File: config.mk
export PLATFORM = sky130hd
export DESIGN_NAME = three_phase_rms_imbalance_check_unit
export DESIGN_NICKNAME = d
export VERILOG_FILES = /design/src/rtl/tpri_pkg.sv /design/src/rtl/three_phase_rms_imbalance_check_unit.sv
export SDC_FILE = /design/constraint.sdc
export NUM_CORES = 1
export LEC_CHECK = 0
export ABC_AREA = 1
export BUFFER_PORTS_ARGS = -buffer_cell sky130_fd_sc_hd__buf_2
export CAP_MARGIN = 5
export CORE_UTILIZATION = 55
export CTS_BUF_LIST = sky130_fd_sc_hd__clkbuf_4 sky130_fd_sc_hd__clkbuf_8
export DETAILED_ROUTE_END_ITERATION = 8
export GPL_TIMING_DRIVEN = 0
export PLACE_DENSITY = 0.82
export SLEW_MARGIN = 30
export SYNTH_ARGS = -nofsm -noshare
export SYNTH_HDL_FRONTEND = slang
export SYNTH_SLANG_ARGS = --single-unit
export TNS_END_PERCENT = 1
File: constraint.sdc
create_clock -name clk_i -period 6.65 [get_ports clk_i]
set_input_delay 1.33 -clock clk_i [delete_from_list [all_inputs] [get_ports clk_i]]
set_output_delay 1.33 -clock clk_i [all_outputs]
set_load 0.05 [all_outputs]
File: src/rtl/tpri_pkg.sv
// Shared constants and types of the three-phase RMS imbalance checker.
package tpri_pkg;

  localparam int SAMPLE_W  = 16;   // phase sample width
  localparam int RMS_W     = 16;   // RMS and ratio field width
  localparam int Q14_FRAC  = 14;   // fraction bits of the Q2.14 ratios
  localparam int WIN_W     = 14;   // window_length register width
  localparam int TOL_W     = 16;   // tolerance register width
  localparam int CFG_IDX_W = 2;
  localparam int IN_W      = 3 * SAMPLE_W;
  localparam int OUT_W     = 88;   // 5 x 16 bits + flag, padded to bytes

  localparam int DEF_MAX_WINDOW = 8192;

  localparam logic [WIN_W-1:0] WINDOW_RESET = WIN_W'(4096);
  localparam logic [TOL_W-1:0] TOL_RESET    = TOL_W'(9830);   // 0.15 in Q0.16
  localparam logic [RMS_W-1:0] SAT16        = '1;
  localparam logic [RMS_W+1:0] Q16_ONE      = (RMS_W+2)'(65536);

  typedef enum logic [CFG_IDX_W-1:0] {
    REG_WINDOW_LENGTH = 2'd0,
    REG_TOLERANCE     = 2'd1
  } cfg_reg_e;

  typedef enum logic [9:0] {
    S_IDLE  = 10'b00_0000_0001,
    S_SQR   = 10'b00_0000_0010,
    S_LOAD  = 10'b00_0000_0100,
    S_DIV   = 10'b00_0000_1000,
    S_ROOT  = 10'b00_0001_0000,
    S_PUSH  = 10'b00_0010_0000,
    S_RLOAD = 10'b00_0100_0000,
    S_RATIO = 10'b00_1000_0000,
    S_RPUSH = 10'b01_0000_0000,
    S_DONE  = 10'b10_0000_0000
  } state_e;

endpackage

File: src/rtl/three_phase_rms_imbalance_check_unit.sv
// Three-phase current RMS and imbalance checker, top level.
//
// Input stream s_axis: one transfer carries one sample of phases A, B and C.
// Each sample's square is summed per phase. On the window's last sample the
// block divides each sum by the window length, takes the floor square root,
// forms the B/A and C/A ratios in Q2.14 and flags a deviation from one above
// the tolerance. That result leaves on m_axis; other samples give no output.
// Config port: cfg_index_i 0 writes window_length, 1 writes tolerance, other
// indexes are ignored. cfg_ready_o is always high; write only while idle.
//
// A sample that does not close a window passes through the squaring steps
// before s_axis_tready_o returns (one 16x16 multiplier shared by the phases).
// A closing sample then runs division, root and ratio on one shared
// subtract/compare unit, with WORK_W division steps and SQRT_W root steps per
// phase and 30 steps a ratio.
// The result sits in an output register; a stalled receiver holds it and the
// block keeps taking samples until the next result is ready, which then
// waits until the register frees up.
// Reset: sums and sample count clear, registers return to 4096 and 0.15.
module three_phase_rms_imbalance_check_unit #(
  parameter int MAX_WINDOW = tpri_pkg::DEF_MAX_WINDOW
) (
  input  logic                           clk_i,
  input  logic                           rst_ni,
  input  logic                           s_axis_tvalid_i,
  output logic                           s_axis_tready_o,
  // phase_a [15:0], phase_b [31:16], phase_c [47:32]
  input  logic [tpri_pkg::IN_W-1:0]      s_axis_tdata_i,
  output logic                           m_axis_tvalid_o,
  input  logic                           m_axis_tready_i,
  // rms_a [15:0], rms_b [31:16], rms_c [47:32], ratio_b [63:48],
  // ratio_c [79:64], imbalance [80], zero pad [87:81]
  output logic [tpri_pkg::OUT_W-1:0]     m_axis_tdata_o,
  input  logic                           cfg_valid_i,
  output logic                           cfg_ready_o,
  input  logic [tpri_pkg::CFG_IDX_W-1:0] cfg_index_i,
  input  logic [tpri_pkg::TOL_W-1:0]     cfg_data_i
);
  import tpri_pkg::*;

  localparam int SUM_W       = 2 * SAMPLE_W - 1 + $clog2(MAX_WINDOW);
  localparam int SQRT_W      = (SUM_W + 1) / 2;
  localparam int WORK_W      = 2 * SQRT_W;
  localparam int ALU_W       = SQRT_W + 3;
  localparam int STEP_W      = $clog2(WORK_W);
  localparam int SQR_STEPS   = 4;
  localparam int RATIO_STEPS = RMS_W + Q14_FRAC;
  localparam int PROD_W      = 2 * SAMPLE_W;

  state_e                state_q, state_d;
  logic [STEP_W-1:0]     step_q, step_d;
  logic [1:0]            ph_q, ph_d;
  logic [WORK_W-1:0]     work_q, work_d;
  logic [ALU_W-1:0]      rem_q, rem_d;
  logic [SQRT_W-1:0]     root_q, root_d;
  logic [PROD_W-1:0]     prod_q, prod_d;
  logic [SAMPLE_W-1:0]   samp_q[3], samp_d[3];
  logic [SUM_W-1:0]      ring_q[3], ring_d[3];
  logic [RMS_W-1:0]      rms_q[3], rms_d[3];
  logic [RMS_W-1:0]      ratio_q[2], ratio_d[2];
  logic [WIN_W-1:0]      cnt_q, cnt_d;
  logic [WIN_W-1:0]      len_q, len_d;
  logic                  close_q, close_d;
  logic [OUT_W-1:0]      mdata_q, mdata_d;
  logic                  mvalid_q, mvalid_d;
  logic [WIN_W-1:0]      win_q;
  logic [TOL_W-1:0]      tol_q;

  logic [WIN_W-1:0]      eff_len;
  logic [WIN_W-1:0]      cnt_next;
  logic [SAMPLE_W-1:0]   mag;
  logic [ALU_W-1:0]      alu_a, alu_b, alu_res;
  logic [ALU_W:0]        alu_diff;
  logic                  alu_ge;
  logic                  imb;

  function automatic logic deviates(logic [RMS_W-1:0] ratio, logic [TOL_W-1:0] tol);
    logic [RMS_W+1:0] q16;
    logic [RMS_W+1:0] dev;
    q16 = {ratio, 2'b00};
    dev = (q16 >= Q16_ONE) ? (q16 - Q16_ONE) : (Q16_ONE - q16);
    return dev > {2'b00, tol};
  endfunction

  // window length as used: zero reads as one, clamped to MAX_WINDOW
  always_comb begin
    if (win_q == '0) begin
      eff_len = WIN_W'(1);
    end else if (32'(win_q) > MAX_WINDOW) begin
      eff_len = WIN_W'(MAX_WINDOW);
    end else begin
      eff_len = win_q;
    end
  end

  assign cnt_next = cnt_q + 1'b1;
  assign mag      = samp_q[0][SAMPLE_W-1] ? (~samp_q[0] + 1'b1) : samp_q[0];

  // shared restoring subtract/compare step: division, root and ratio
  always_comb begin
    if (state_q == S_ROOT) begin
      alu_a = {rem_q[ALU_W-3:0], work_q[WORK_W-1 -: 2]};
      alu_b = ALU_W'({root_q, 2'b01});
    end else if (state_q == S_DIV) begin
      alu_a = {rem_q[ALU_W-2:0], work_q[WORK_W-1]};
      alu_b = ALU_W'(len_q);
    end else begin
      alu_a = {rem_q[ALU_W-2:0], work_q[WORK_W-1]};
      alu_b = ALU_W'(rms_q[0]);
    end
    alu_diff = {1'b0, alu_a} - {1'b0, alu_b};
    alu_ge   = ~alu_diff[ALU_W];
    alu_res  = alu_ge ? alu_diff[ALU_W-1:0] : alu_a;
  end

  // rms_a of zero: ratios already saturate (all quotient bits set), flag held low
  assign imb = (rms_q[0] != '0) &&
               (deviates(ratio_q[0], tol_q) || deviates(ratio_q[1], tol_q));

  always_comb begin
    state_d  = state_q;
    step_d   = step_q;
    ph_d     = ph_q;
    work_d   = work_q;
    rem_d    = rem_q;
    root_d   = root_q;
    prod_d   = prod_q;
    samp_d   = samp_q;
    ring_d   = ring_q;
    rms_d    = rms_q;
    ratio_d  = ratio_q;
    cnt_d    = cnt_q;
    len_d    = len_q;
    close_d  = close_q;
    mdata_d  = mdata_q;
    mvalid_d = mvalid_q;

    if (mvalid_q && m_axis_tready_i) begin
      mvalid_d = 1'b0;
    end

    case (state_q)
      S_IDLE: begin
        if (s_axis_tvalid_i) begin
          samp_d[0] = s_axis_tdata_i[SAMPLE_W-1:0];
          samp_d[1] = s_axis_tdata_i[2*SAMPLE_W-1:SAMPLE_W];
          samp_d[2] = s_axis_tdata_i[3*SAMPLE_W-1:2*SAMPLE_W];
          close_d   = (cnt_next == '0) || (cnt_next >= eff_len);
          cnt_d     = close_d ? '0 : cnt_next;
          len_d     = eff_len;
          step_d    = '0;
          state_d   = S_SQR;
        end
      end
      S_SQR: begin
        prod_d    = PROD_W'(mag) * PROD_W'(mag);
        samp_d[0] = samp_q[1];
        samp_d[1] = samp_q[2];
        if (step_q != '0) begin
          // sums rotate so the add always lands on one fixed tap
          ring_d[0] = ring_q[1];
          ring_d[1] = ring_q[2];
          ring_d[2] = ring_q[0] + SUM_W'(prod_q);
        end
        if (step_q == STEP_W'(SQR_STEPS - 1)) begin
          ph_d    = '0;
          state_d = close_q ? S_LOAD : S_IDLE;
        end else begin
          step_d = step_q + 1'b1;
        end
      end
      S_LOAD: begin
        work_d    = WORK_W'(ring_q[0]);
        ring_d[0] = ring_q[1];
        ring_d[1] = ring_q[2];
        ring_d[2] = '0;
        rem_d     = '0;
        step_d    = '0;
        state_d   = S_DIV;
      end
      S_DIV: begin
        rem_d  = alu_res;
        work_d = {work_q[WORK_W-2:0], alu_ge};
        if (step_q == STEP_W'(WORK_W - 1)) begin
          rem_d   = '0;
          root_d  = '0;
          step_d  = '0;
          state_d = S_ROOT;
        end else begin
          step_d = step_q + 1'b1;
        end
      end
      S_ROOT: begin
        rem_d  = alu_res;
        root_d = {root_q[SQRT_W-2:0], alu_ge};
        work_d = {work_q[WORK_W-3:0], 2'b00};
        if (step_q == STEP_W'(SQRT_W - 1)) begin
          state_d = S_PUSH;
        end else begin
          step_d = step_q + 1'b1;
        end
      end
      S_PUSH: begin
        rms_d[0] = rms_q[1];
        rms_d[1] = rms_q[2];
        rms_d[2] = (root_q > SQRT_W'(SAT16)) ? SAT16 : root_q[RMS_W-1:0];
        if (ph_q == 2'd2) begin
          ph_d    = '0;
          state_d = S_RLOAD;
        end else begin
          ph_d    = ph_q + 1'b1;
          state_d = S_LOAD;
        end
      end
      S_RLOAD: begin
        work_d  = {(ph_q == '0) ? rms_q[1] : rms_q[2], (WORK_W-RMS_W)'(0)};
        rem_d   = '0;
        step_d  = '0;
        state_d = S_RATIO;
      end
      S_RATIO: begin
        rem_d  = alu_res;
        work_d = {work_q[WORK_W-2:0], alu_ge};
        if (step_q == STEP_W'(RATIO_STEPS - 1)) begin
          state_d = S_RPUSH;
        end else begin
          step_d = step_q + 1'b1;
        end
      end
      S_RPUSH: begin
        ratio_d[0] = ratio_q[1];
        ratio_d[1] = (work_q[RATIO_STEPS-1:RMS_W] != '0) ? SAT16 : work_q[RMS_W-1:0];
        if (ph_q == '0) begin
          ph_d    = 2'd1;
          state_d = S_RLOAD;
        end else begin
          state_d = S_DONE;
        end
      end
      S_DONE: begin
        if (!mvalid_q || m_axis_tready_i) begin
          mdata_d  = {(OUT_W-5*RMS_W-1)'(0), imb, ratio_q[1], ratio_q[0],
                      rms_q[2], rms_q[1], rms_q[0]};
          mvalid_d = 1'b1;
          state_d  = S_IDLE;
        end
      end
      default: begin
        state_d = S_IDLE;
      end
    endcase
  end

  always_ff @(posedge clk_i or negedge rst_ni) begin
    if (!rst_ni) begin
      state_q  <= S_IDLE;
      step_q   <= '0;
      ph_q     <= '0;
      cnt_q    <= '0;
      close_q  <= 1'b0;
      mvalid_q <= 1'b0;
      ring_q   <= '{default: '0};
    end else begin
      state_q  <= state_d;
      step_q   <= step_d;
      ph_q     <= ph_d;
      cnt_q    <= cnt_d;
      close_q  <= close_d;
      mvalid_q <= mvalid_d;
      ring_q   <= ring_d;
    end
  end

  always_ff @(posedge clk_i) begin
    work_q  <= work_d;
    rem_q   <= rem_d;
    root_q  <= root_d;
    prod_q  <= prod_d;
    samp_q  <= samp_d;
    rms_q   <= rms_d;
    ratio_q <= ratio_d;
    len_q   <= len_d;
    mdata_q <= mdata_d;
  end

  // configuration registers
  always_ff @(posedge clk_i or negedge rst_ni) begin
    if (!rst_ni) begin
      win_q <= WINDOW_RESET;
      tol_q <= TOL_RESET;
    end else if (cfg_valid_i) begin
      case (cfg_index_i)
        REG_WINDOW_LENGTH: win_q <= cfg_data_i[WIN_W-1:0];
        REG_TOLERANCE:     tol_q <= cfg_data_i;
        default: ;
      endcase
    end
  end

  assign cfg_ready_o     = 1'b1;
  assign s_axis_tready_o = (state_q == S_IDLE);
  assign m_axis_tvalid_o = mvalid_q;
  assign m_axis_tdata_o  = mdata_q;

  // all three sums are cleared once the per-phase roots are done
  assert property (@(posedge clk_i) disable iff (!rst_ni)
    (state_q == S_RLOAD) |-> (ring_q[0] == '0 && ring_q[1] == '0 && ring_q[2] == '0))
    else $error("sums not cleared after window close");

  // zero phase A RMS: both ratios saturate and no imbalance is flagged
  assert property (@(posedge clk_i) disable iff (!rst_ni)
    (m_axis_tvalid_o && m_axis_tdata_o[RMS_W-1:0] == '0) |->
      (m_axis_tdata_o[4*RMS_W-1:3*RMS_W] == SAT16 &&
       m_axis_tdata_o[5*RMS_W-1:4*RMS_W] == SAT16 &&
       !m_axis_tdata_o[5*RMS_W]))
    else $error("zero phase A result not saturated");

  // a finished result is loaded whenever the output register is free
  assert property (@(posedge clk_i) disable iff (!rst_ni)
    (state_q == S_DONE && (!mvalid_q || m_axis_tready_i)) |=>
      (m_axis_tvalid_o && state_q == S_IDLE))
    else $error("result not loaded into output register");

endmodule
==> metrics.md, run 1 <==
| Metric | Value |
|---|---|
| Async SR Flop Fraction | `0.363` |
| Io pins | `162` |
| Yosys warnings | `0` |
| Fin crit share | `1.01` |
| Nets | `4931` |
| DIE AREA | `66100 um^2` |
| Vias per cell | `5.51` |
| Share of layout cells above drive strength 1 | `0.131` |
| Drt pass-1 iters | `6` |
| Clk Tree Root Cell | `clkbuf_8` |
| Number of distinct library cells after synthesis | `62` |
| Main flop type after synthesis | `edfxtp_1` |
| Post-synth top cells | `nand2_1 (1041), inv_1 (730), nor2_1 (372)` |
| DR top layer | `met4` |
| WL met3 | `7.29 mm` |
| Tightest Hold Check Type | `flip-flop to flip-flop` |
| Crit path required time | `7.08 ns` |
| Iteration-0 DRC Markers | `2985` |
| Crit path launch type | `flip-flop` |
| Top-count cell post-synth | `nand2_1` |
| Synth top area cells | `edfxtp_1 (29%), dfrtp_1 (13%), nand2_1 (11%)` |
| Critical path class | `flip-flop to flip-flop` |
| CP peak stage delay | `0.55 ns` |
| FF+latch count, synth | `540` |
| Max Buffers Root-to-Sink | `3` |
| CTS tree | `done` |
| Port bufs | `152` |
| Clk pin slew, worst setup/hold paths | `0.06 ns` |
| Dominant cell type by area after synthesis | `edfxtp_1` |
| Total Routing Usage GR | `0.294` |
| H-tree depth | `3` |
| Initial antenna violation count | `1` |
| CP max FO | `5` |
| Final setup vio count | `6` |
| Post-synthesis cell count | `4192` |
| WHS | `0.474 ns` |
| Post-synth top area share | `0.289` |
| RSZ-0062 raised after global routing | `true` |
| Worst rel slew slack | `0.308` |
| Vias | `29855` |
| Worst-Margin Slew | `1.03 ns` |
| Post-synth EDFFs | `344` |
| Syn avg cell area | `8.53 um^2` |
| Fin. Hold Viols | `0` |
| Seq/Total Area, Yosys | `0.426` |
| Vias in the first global route | `29470` |
| Die Span X | `257 um` |
| Status | `finished, violations left` |
| Failing checks | `setup timing` |
| Starting density of the core | `0.556` |
| WP data arrival | `7.17 ns` |
| TritonCTS buffer count | `85` |
| Cell at the slowest stage of the critical path | `fa_1` |
| Register area | `15200 um^2` |
| Core Util, Final | `0.632` |
| Area of the multi-input gates | `17900 um^2` |
| Grt total ovfl | `0` |
| First-pass GRT wire length | `153 mm` |
| Largest net degree at the start of global routing | `73` |
| Placed inst area | `37900 um^2` |
| Clk_lat worst skew | `0.72 ns` |
| Met2 Routed Length | `46.2 mm` |
| Worst setup margin | `-0.0959 ns` |
| Core Area | `64300 um^2` |
| Site Rows | `93` |
| Max Slew Vio Count | `0` |
| CP most frequent cell | `fa_1` |
| DP HPWL | `73.3 mm` |
| Synth Cell Area | `35800 um^2` |
| Die Ht | `257 um` |
| Placer Congestion | `0.965` |
| Reg2Reg Setup Slack | `-0.1 ns` |
| Clock Sinks | `540` |
| Crit path time final | `6.75 ns` |
| Metal-1 WL | `37.7 mm` |
| Final wirelength | `95.7 mm` |
| Layout fillers | `5200` |
| Post-DRT Antenna Nets | `0` |
| Hold Buf Count CTS | `0` |
| DR DRC count | `0` |
| Synthesis-to-finish area growth | `13.7%` |
| Wire per inst | `17.7 um` |
| Design area | `40700 um^2` |
| Worst clock skew | `0.0536 ns` |
| CP endpoint kind | `flip-flop` |
| Max Cap Viol | `0` |
| Maximum clock frequency | `148 MHz` |
==> metrics by stage <==
step                cells  setup slack, ns  TNS (ns)
floorplan            4209          -0.0280   -0.0522
global placement     5216            -1.44    -29.41
detailed placement   5227            -1.44    -23.79
CTS                  5411          -0.0143   -0.0290
global route         5419           -0.329     -4.13
finish               5419          -0.0959    -0.261
==> layer usage <==
metal | track usage | vias to the layer above
met4 | 0.141 | 0
li1 | - | 14099
met1 | 0.375 | 14174
met3 | 0.0393 | 281
met2 | 0.495 | 1301
met5 | 0 | -
==> timing repair <==
item	CTS	global route
setup endpoints to repair	23	21
gates resized for setup	114	72
setup buffers	27	7
pin swaps	48	56
==> cell usage in the layout (no fill, tap or decap), types with 27 or more instances in the layout <==
| cell type | n |
|---|---|
| inv_1 | 708 |
| ha_1 | 189 |
| clkbuf_1 | 65 |
| nand3_1 | 201 |
| clkbuf_8 | 91 |
| o21ai_0 | 250 |
| a21oi_1 | 119 |
| dfrtp_1 | 187 |
| or2_2 | 27 |
| clkbuf_4 | 33 |
| buf_4 | 49 |
| buf_2 | 172 |
| edfxtp_1 | 344 |
| nand4_1 | 56 |
| xor2_1 | 55 |
| nor3_1 | 28 |
| fa_1 | 160 |
| nand2_1 | 1014 |
| nor2_1 | 353 |
==> kinds of logic (layout without fill, tap and decap cells) <==
logic type,Yosys count,in the layout,share of synthesized area
flip-flops,540,540,0.426
multiplexers,17,17,0.00479
AO/OA/AOI/OAI,527,527,0.0834
other,2,20,0.000210
adder cells (fa/ha/maj),368,368,0.164
AND/OR/NAND/NOR,1793,1793,0.208
buffers and inverters,862,1216,0.0931
XOR/XNOR,83,83,0.0203
==> state kept, by name (all words and copies together) (netlist names) <==
register	cells
samp_q	48
ph_q	2
win_q	14
prod_q	31
tol_q	16
step_q	6
close_q	1
len_q	14
work_q	44
state_q	10
m_axis_tdata_o	81
m_axis_tvalid_o	1
ratio_q	32
root_q	22
rms_q	48
ring_q	132
cnt_q	14
rem_q	24
==> final cells by class <==
cell class / count / share of cell area
antenna: 1 / 0.0000615
buffer: 117 / 0.0149
clock buffer: 121 / 0.0362
clock inverter: 37 / 0.00935
inverter: 744 / 0.0693
multi-input combinational: 2807 / 0.439
sequential: 540 / 0.375
tap: 855 / 0.0263
timing repair buffer: 197 / 0.0301
==> final timing paths <==
| check | start | end | cells past startpoint |
|---|---|---|---|
| hold / removal | rms_q[25]$_DFFE_PP_ | rms_q[41]$_DFFE_PP_ | 0 |
| setup reg to reg | samp_q[32]$_DFFE_PP_ | prod_q[27]$_DFFE_PP_ | 29 |
| hold reg to reg | rms_q[25]$_DFFE_PP_ | rms_q[41]$_DFFE_PP_ | 0 |
| min in group asynchronous | rst_ni | ring_q[83]$_DFFE_PN0P_ | 1 |
| setup / recovery | samp_q[32]$_DFFE_PP_ | prod_q[27]$_DFFE_PP_ | 29 |
| max in group asynchronous | rst_ni | win_q[12]$_DFFE_PN1P_ | 3 |
==> worst max-delay path: cells and delay by family (launching register included) <==
family          cells  cell delay, ns
fa+ha+maj           8            3.41
simple gates        8            1.12
buf+inv             9            0.89
flops               1            0.45
xor+xnor            2            0.35
compound gates      2            0.24
Power of run 1 is not shown: default switching activity piles up to over one toggle a cycle in this logic, so the estimate is an artifact.
==> run 2, diff against run 1 <==
==> constraint.sdc (replaced) <==
create_clock -name clk_i -period 5.7 [get_ports clk_i]
set_input_delay 1.14 -clock clk_i [delete_from_list [all_inputs] [get_ports clk_i]]
set_output_delay 1.14 -clock clk_i [all_outputs]
set_load 0.05 [all_outputs]
==> run 2 against run 1 <==
The run ends with DRC, setup timing left. Non-clock buffer count decreased by 1. First-iteration DRC count is 10% lower. Global-route usage is 0.81 points higher.
==> metrics.md, run 2 (synthesis gave the netlist of run 1 again) <==
| Metric | Value |
|---|---|
| H-tree depth | `3 (unchanged)` |
| CP max FO | `6 (+1)` |
| Worst setup margin | `-0.959 ns (-0.863 ns)` |
| Iteration-0 DRC Markers | `2672 (-10%)` |
| Grt total ovfl | `0 (unchanged)` |
| Crit path required time | `6.12 ns (-0.96 ns)` |
| WP data arrival | `7.08 ns (-0.09 ns)` |
| Die Span X | `257 um (unchanged)` |
| Failing checks | `DRC, setup timing` |
| Hold Buf Count CTS | `0 (unchanged)` |
| Post-DRT Antenna Nets | `0 (unchanged)` |
| Worst Path Buf+Inv | `10 (+1)` |
| Die Ht | `257 um (unchanged)` |
| Drt pass-1 iters | `9 (+3)` |
| Worst rel slew slack | `0.339 (+0.0310)` |
| Worst-Margin Slew | `0.991 ns (-0.0390 ns)` |
| CP endpoint kind | `flip-flop` |
| Max Slew Vio Count | `0 (unchanged)` |
| Final TNS setup | `-17.06 ns (-16.80 ns)` |
| WL met3 | `7.82 mm (+7.3%)` |
| Nets | `4935 (+0.081%)` |
| Placer Congestion | `0.968 (+0.27%)` |
| Site Rows | `93 (unchanged)` |
| Crit path time final | `6.66 ns (-0.0865 ns)` |
| Largest net degree at the start of global routing | `89 (+22%)` |
| CP most frequent cell | `fa_1` |
| Synthesis-to-finish area growth | `14.2%` |
| Met2 Routed Length | `47.4 mm (+2.7%)` |
| Fin crit share | `1.17 (+0.154)` |
| Design area | `40800 um^2 (+0.39%)` |
| Starting density of the core | `0.556 (unchanged)` |
| Core Area | `64300 um^2 (unchanged)` |
| Tightest Hold Check Type | `input port to asynchronous set/reset pin` |
| CP delay by family, top | `adder cells` |
| Layout fillers | `5207 (+0.13%)` |
| Maximum clock frequency | `150 MHz (+1.3%)` |
| Status | `finished, violations left` |
| Clock Sinks | `540 (unchanged)` |
| First-pass GRT wire length | `157 mm (+2.2%)` |
| Wire per inst | `18.3 um (+3.5%)` |
| Max Cap Viol | `0 (unchanged)` |
| Vias in the first global route | `29964 (+1.7%)` |
| WHS | `0.377 ns (-0.0969 ns)` |
| DIE AREA | `66100 um^2 (unchanged)` |
| Critical path class | `flip-flop to flip-flop` |
| DR top layer | `met4` |
| Vias | `30009 (+0.52%)` |
| Final setup vio count | `24 (+18)` |
| Port bufs | `152 (unchanged)` |
| CP peak stage delay | `0.53 ns (-0.02 ns)` |
| Initial antenna violation count | `1 (unchanged)` |
| Commonest non-fill, non-tap cells in the layout | `nand2_1 (1008), inv_1 (706), nor2_1 (349)` |
| Io pins | `162 (unchanged)` |
| Placed inst area | `38300 um^2 (+1.1%)` |
| Crit path launch type | `flip-flop` |
| Worst clock skew | `0.0568 ns (+0.00319 ns)` |
| Register area | `15200 um^2 (unchanged)` |
| CTS tree | `done` |
| TritonCTS buffer count | `90 (+5.9%)` |
| Final wirelength | `99.1 mm (+3.5%)` |
| Metal-1 WL | `39.1 mm (+3.7%)` |
| Max reg flops | `132 (unchanged)` |
| Cell at the slowest stage of the critical path | `fa_2` |
| Core Util, Final | `0.635 (+0.00249)` |
| Fin. Hold Viols | `0 (unchanged)` |
| Vias per cell | `5.54 (+0.50%)` |
| Area of the multi-input gates | `18000 um^2 (+0.76%)` |
| Most common cell after layout, fill and taps aside | `nand2_1` |
| DP HPWL | `76.5 mm (+4.4%)` |
| DR DRC count | `2 (+2)` |
| Clk Tree Root Cell | `clkbuf_8` |
| Largest Register | `ring_q` |
| Total Routing Usage GR | `0.302 (+0.00807)` |
| Max Buffers Root-to-Sink | `3 (unchanged)` |
| Clk pin slew, worst setup/hold paths | `0.06 ns (about the same)` |
| RSZ-0062 raised after global routing | `true` |
| Clk_lat worst skew | `0.71 ns (about the same)` |
| Share of layout cells above drive strength 1 | `0.135 (+0.00479)` |
[run 2: layout make-up]
type,instances,area share
antenna,1,0.0000613
buffer,117,0.0150
clock buffer,129,0.0392
clock inverter,31,0.00588
inverter,744,0.0694
multi-input combinational,2807,0.441
sequential,540,0.373
tap,855,0.0262
timing repair buffer,196,0.0302
[run 2: repair_timing]
item                                    4_1_cts  5_1_grt
endpoints found under the setup margin       25       25
pin swaps                                    58        5
buffers inserted                             30        2
hold endpoints to repair                      0        0
gates resized for setup                     103       14
[run 2: worst register-to-register path, delay by kind of cell, from the launching register on]
kind / cells / cell delay, ns
buf+inv: 10 / 0.95
xor+xnor: 1 / 0.20
flops: 1 / 0.43
fa+ha+maj: 8 / 3.36
compound gates: 3 / 0.53
simple gates: 10 / 0.95
[run 2: layer usage]
layer | vias to the layer above | track usage
met1 | 14239 | 0.383
met3 | 277 | 0.0442
met5 | - | 0
li1 | 14128 | -
met4 | 0 | 0.151
met2 | 1365 | 0.505
[run 2: through the flow]
| stage | cells | setup slack [ns] |
|---|---|---|
| after detailed placement | 5228 | -1.55 |
| after global routing | 5420 | -1.20 |
| after floorplan | 4209 | -0.492 |
| after global placement | 5216 | -1.49 |
| after CTS | 5417 | -0.778 |
| final | 5420 | -0.959 |
[run 2: worst paths after layout]
path                                        start                      end  slack (ns)  depth (start not counted)
setup reg to reg             samp_q[32]$_DFFE_PP_     prod_q[31]$_DFFE_PP_       -0.96                         32
hold reg to reg            ring_q[60]$_DFFE_PN0P_  ring_q[104]$_DFFE_PN0P_        0.45                          2
min in group clk_i         ring_q[60]$_DFFE_PN0P_  ring_q[104]$_DFFE_PN0P_        0.45                          2
setup / recovery             samp_q[32]$_DFFE_PP_     prod_q[31]$_DFFE_PP_       -0.96                         32
max in group asynchronous                  rst_ni  ring_q[112]$_DFFE_PN0P_        4.41                          2
hold / removal                             rst_ni      ph_q[1]$_DFFE_PN0P_        0.38                          1
Power of run 2 is left out for the same reason.
